File: config.mk
export PLATFORM = sky130hd
export DESIGN_NAME = sksf_meta_store
export DESIGN_NICKNAME = d
export VERILOG_FILES = /design/src/design/sksf_pkg.sv /design/src/design/sksf_meta_store.sv
export SDC_FILE = /design/constraint.sdc
export NUM_CORES = 1
export LEC_CHECK = 0
export ABC_CLOCK_PERIOD_IN_PS = 3300
export BUFFER_PORTS_ARGS = -buffer_cell sky130_fd_sc_hd__buf_2
export CAP_MARGIN = 10
export CORE_MARGIN = 2
export CORE_UTILIZATION = 60
export CTS_CLUSTER_DIAMETER = 50
export DETAILED_ROUTE_END_ITERATION = 8
export PLACE_DENSITY = 0.81
export SETUP_SLACK_MARGIN = 0.5
export SLEW_MARGIN = 20
export SYNTH_ARGS = -nofsm -noshare
export SYNTH_HDL_FRONTEND = slang
export SYNTH_SLANG_ARGS = --single-unit
File: constraint.sdc
create_clock -name i_clk -period 3.3 [get_ports i_clk]
set_input_delay 0.165 -clock i_clk [delete_from_list [all_inputs] [get_ports i_clk]]
set_output_delay 0.165 -clock i_clk [all_outputs]
set_load 0.02 [all_outputs]
File: src/design/sksf_pkg.sv
// ----------------------------------------------------------------------------
// sksf_pkg
// Shared types and constants for the spline knot segment finder: the command
// codes, the input and result words, and the per-parameter metadata word.
// ----------------------------------------------------------------------------
package sksf_pkg;

    localparam int PARAM_W = 6;   // parameter index field
    localparam int KIDX_W  = 4;   // knot index field
    localparam int KCNT_W  = 5;   // knot count field
    localparam int SEG_W   = 4;   // segment index field
    localparam int VALUE_W = 32;  // signed Q16.16 value

    localparam logic [1:0] CMD_WRITE_KNOT = 2'd0;
    localparam logic [1:0] CMD_SET_COUNT  = 2'd1;
    localparam logic [1:0] CMD_FIND       = 2'd2;

    typedef struct packed {
        logic [1:0]                command;
        logic [PARAM_W-1:0]        param_index;
        logic [KIDX_W-1:0]         knot_index;
        logic [KCNT_W-1:0]         knot_count;
        logic signed [VALUE_W-1:0] value;
    } t_in_word;

    typedef struct packed {
        logic [PARAM_W-1:0] param_index_out;
        logic [SEG_W-1:0]   segment;
        logic               empty_res;
    } t_out_word;

    // Knot count and last-segment hint kept for each parameter.
    typedef struct packed {
        logic [KCNT_W-1:0] count;
        logic [SEG_W-1:0]  hint;
    } t_meta_word;

    typedef struct packed {
        logic               en;
        logic [PARAM_W-1:0] addr;
        t_meta_word         word;
    } t_meta_wr;

endpackage

File: src/design/sksf_meta_store.sv
// ----------------------------------------------------------------------------
// sksf_meta_store
// Per-parameter knot count and hint memory with registered read.
// Entries not written since reset read as zero through a valid bit per entry.
// ----------------------------------------------------------------------------
module sksf_meta_store #(
    parameter int DEPTH = 64
) (
    input  logic                        i_clk,
    input  logic                        i_rst_n,
    input  logic                        i_rd_en,
    input  logic [sksf_pkg::PARAM_W-1:0] i_rd_addr,
    input  sksf_pkg::t_meta_wr          i_wr,
    output sksf_pkg::t_meta_word        o_rd_word
);
    import sksf_pkg::*;

    localparam int IW = (DEPTH > 1) ? $clog2(DEPTH) : 1;

    t_meta_word r_mem [DEPTH];
    logic [DEPTH-1:0] r_valid;
    t_meta_word r_rd_word;
    logic       r_rd_hit;

    always_ff @(posedge i_clk) begin
        if (!i_rst_n) begin
            r_valid <= '0;
        end else if (i_wr.en) begin
            r_valid[i_wr.addr[IW-1:0]] <= 1'b1;
        end
    end

    always_ff @(posedge i_clk) begin
        if (i_wr.en) begin
            r_mem[i_wr.addr[IW-1:0]] <= i_wr.word;
        end
        if (i_rd_en) begin
            r_rd_word <= r_mem[i_rd_addr[IW-1:0]];
            r_rd_hit  <= r_valid[i_rd_addr[IW-1:0]];
        end
    end

    assign o_rd_word = r_rd_hit ? r_rd_word : '0;

endmodule

==> impl_metrics.yaml <==
floorplan:
  die_area_um2: 43400
  die_h_um: 208
  num_rows: 74
  floorplan.die.width_um: 208
  core_um2: 41000
  ios: 34
  start_util: 0.610
sta:
  worst_slack_ns: 1.05
  fin_crit_ns: 2.25
  fmax_mhz: 445
  tns_ns: 0
  fin_crit_sh: 0.680
  tightest_slew_ns: 1.05
  slew_viol_final: 0
  finalHoldViolCount: 0
  rsz0062_at_grt: "false"
  maxSlewHeadroom: 0.294
  setup_violations: 0
  clock_skew_ns: 0.0109
logic_synthesis:
  synth-edff-count: 586
  synth.distinct_cells: 36
  netlist_instances: 1211
  synth_seq_cells: 650
  syn_area_um2: 25000
  synth_area_leaders: "edfxtp_1 (70%), mux4_2 (15%), dfxtp_1 (5.1%), o21a_1 (1.9%), nor2_1 (0.99%)"
  postSynthAreaPerCell_um2: 20.7
  synthFlopType: "edfxtp_1"
  ys_seq_area_frac: 0.754
  synth_top_area_frac: 0.703
  yosys.area.top_type: "edfxtp_1"
  synth_nets: 1236
  yosys_warnings: 0
  async_flop_share: 0
critical_path:
  critPathArrivalTime_ns: 2.58
  worst_setup_path_end_kind: "flip-flop"
  r2r_slack_ns: 1.05
  cp_max_fo: 1
  reg2reg_depth: 4
  critical_path_required_ns: 3.63
  path_class: "flip-flop to flip-flop"
  startpoint_type: "flip-flop"
layout:
  fin_cells: 1882
  n_fill_cell: 2402
  post_route_cells_drive_above_1_share: 0.267
  syn_to_final_growth_pct: 12.7
  final_util: 0.688
  nets: 1327
  final_common_cell: "edfxtp_1"
  antenna_cells: 0
  final_cell_area_um2: 28200
  final_cell_mix: "edfxtp_1 (586), mux4_2 (167), nor2_1 (66), buf_4 (66)"
detailed_routing:
  first_iter_violations: 1671
  drtAntennaViolNets: 0
  dr.pass1.iters: 6
  viasPerCell: 6.88
  totalWireLength_um: 57900
  drc: 0
  vias: 12950
  avgRoutedWirePerCell_um: 30.8
placed_design:
  place_area_um2: 26100
  dp_slack_ns: 0.588
  place_congestion: 0.841
  io_buffers: 33
  dp_cells: 1772
  hpwl_um: 33600
global_routing:
  antenna_found_initial: 0
  grt_pass1_wl_um: 86200
  grt_overflow_total: 0
  grt_max_degree: 65
  first_global_vias: 13029
  grtUsageTotal: 0.273
clock_tree:
  cts_tree: "yes"
  path_clk_slew_ns: 0.07
  htreeDepth: 2
  cts_buffer_depth: 3
  cts_resized: 0
  clock_sinks: 650
  cts-root-buf: "clkbuf_16"
  cts_made_buffers: 59
  clk_latency_ns: 0.60
min_path:
  worst_hold_path.num_cells: 1
  hold_path_class: "primary input to flip-flop"
pwr:
  powerDensity_nw_per_um2: 607
  ir_drop_uv: 478
  leakagePower_nw: 9.04
outcome:
  status: "finished clean"
job:
  maxCapViolations: 0
-- worst paths after layout --
path / to / start
worst max-delay path: r_rd_word[6] / r_mem[3][6]
worst min-delay path: r_mem[19][7] / i_wr[7]
worst max register to register: r_rd_word[6] / r_mem[3][6]
worst min register to register: r_valid[45] / r_valid[45]
-- repair_timing --
| action | CTS | global route |
|---|---|---|
| hold buffers | 1 | 0 |
| setup buffers | 0 | 0 |
| hold endpoints to repair | 10 | 0 |
| setup endpoints to repair | 0 | 0 |
-- routing by layer --
layer	vias to the layer above	global-route usage	wire (um)	part of all wire
met5	-	0	0	0
met4	0	0.0873	1920	0.033
met3	136	0.0590	5980	0.10
met2	812	0.433	28200	0.49
met1	6800	0.387	21800	0.38
li1	5202	-	-	-
-- kinds of logic after synthesis --
group                  after synthesis  share of synthesized area
muxes                              191                      0.160
AOI/OAI and AO/OA                  146                     0.0417
and+or+nand+nor                    151                     0.0292
DFF                                650                      0.754
buffers and inverters               73                     0.0148
-- area by class of cell --
cell class                 count  area, um^2  area share
clock buffer                  82        1670      0.0590
clock inverter                27         390      0.0138
inverter                       1        3.75    0.000133
multi-input combinational    488        5780       0.205
sequential                   650       18900       0.669
tap                          532         666      0.0236
timing repair buffer         102         832      0.0295
-- worst max-delay path: stages, from the launching register on --
cell	delay, ns
edfxtp_1	0.38
mux4_2	0.47
nor2b_1	0.17
a2111oi_0	0.80
o31ai_1	0.15
-- state kept, by name, indices dropped and copies added, names as in the netlist --
| signal | cells |
|---|---|
| r_mem | 576 |
| r_rd_hit | 1 |
| r_rd_word | 9 |
| r_valid | 64 |
-- cell usage after synthesis, types with 4 or more instances --
| cell | n |
|---|---|
| mux4_2 | 167 |
| a311o_1 | 6 |
| o221ai_1 | 7 |
| nand2_1 | 12 |
| nand3b_1 | 4 |
| nor4_1 | 4 |
| nand3_1 | 13 |
| and2_1 | 11 |
| nor2_1 | 66 |
| o31ai_1 | 6 |
| a211oi_1 | 8 |
| clkbuf_1 | 40 |
| o21ai_1 | 7 |
| buf_6 | 5 |
| a2111oi_0 | 6 |
| buf_1 | 5 |
| edfxtp_1 | 586 |
| nor2b_1 | 20 |
| nand2b_1 | 10 |
| o21ai_0 | 14 |
| buf_2 | 9 |
| mux2i_1 | 23 |
| nor3_1 | 8 |
| o22ai_1 | 15 |
| dfxtp_1 | 64 |
| a21oi_1 | 8 |
| o21a_1 | 64 |
| buf_4 | 13 |
-- power by group --
part           internal, mW  switching (mW)
Clock                  4.30            2.91
Combinational         0.320           0.549
Sequential             9.03          0.0233
Total                  13.6            3.48
-- metrics by stage --
stage,power (mW),hold slack (ns)
2_1_floorplan,9.71,0.264
3_3_place_gp,10.1,0.441
3_5_place_dp,10.1,0.448
4_1_cts,17.2,0.121
5_1_grt,17.5,0.144
6_report,17.1,0.127
Power figures use the tool's default switching activity.
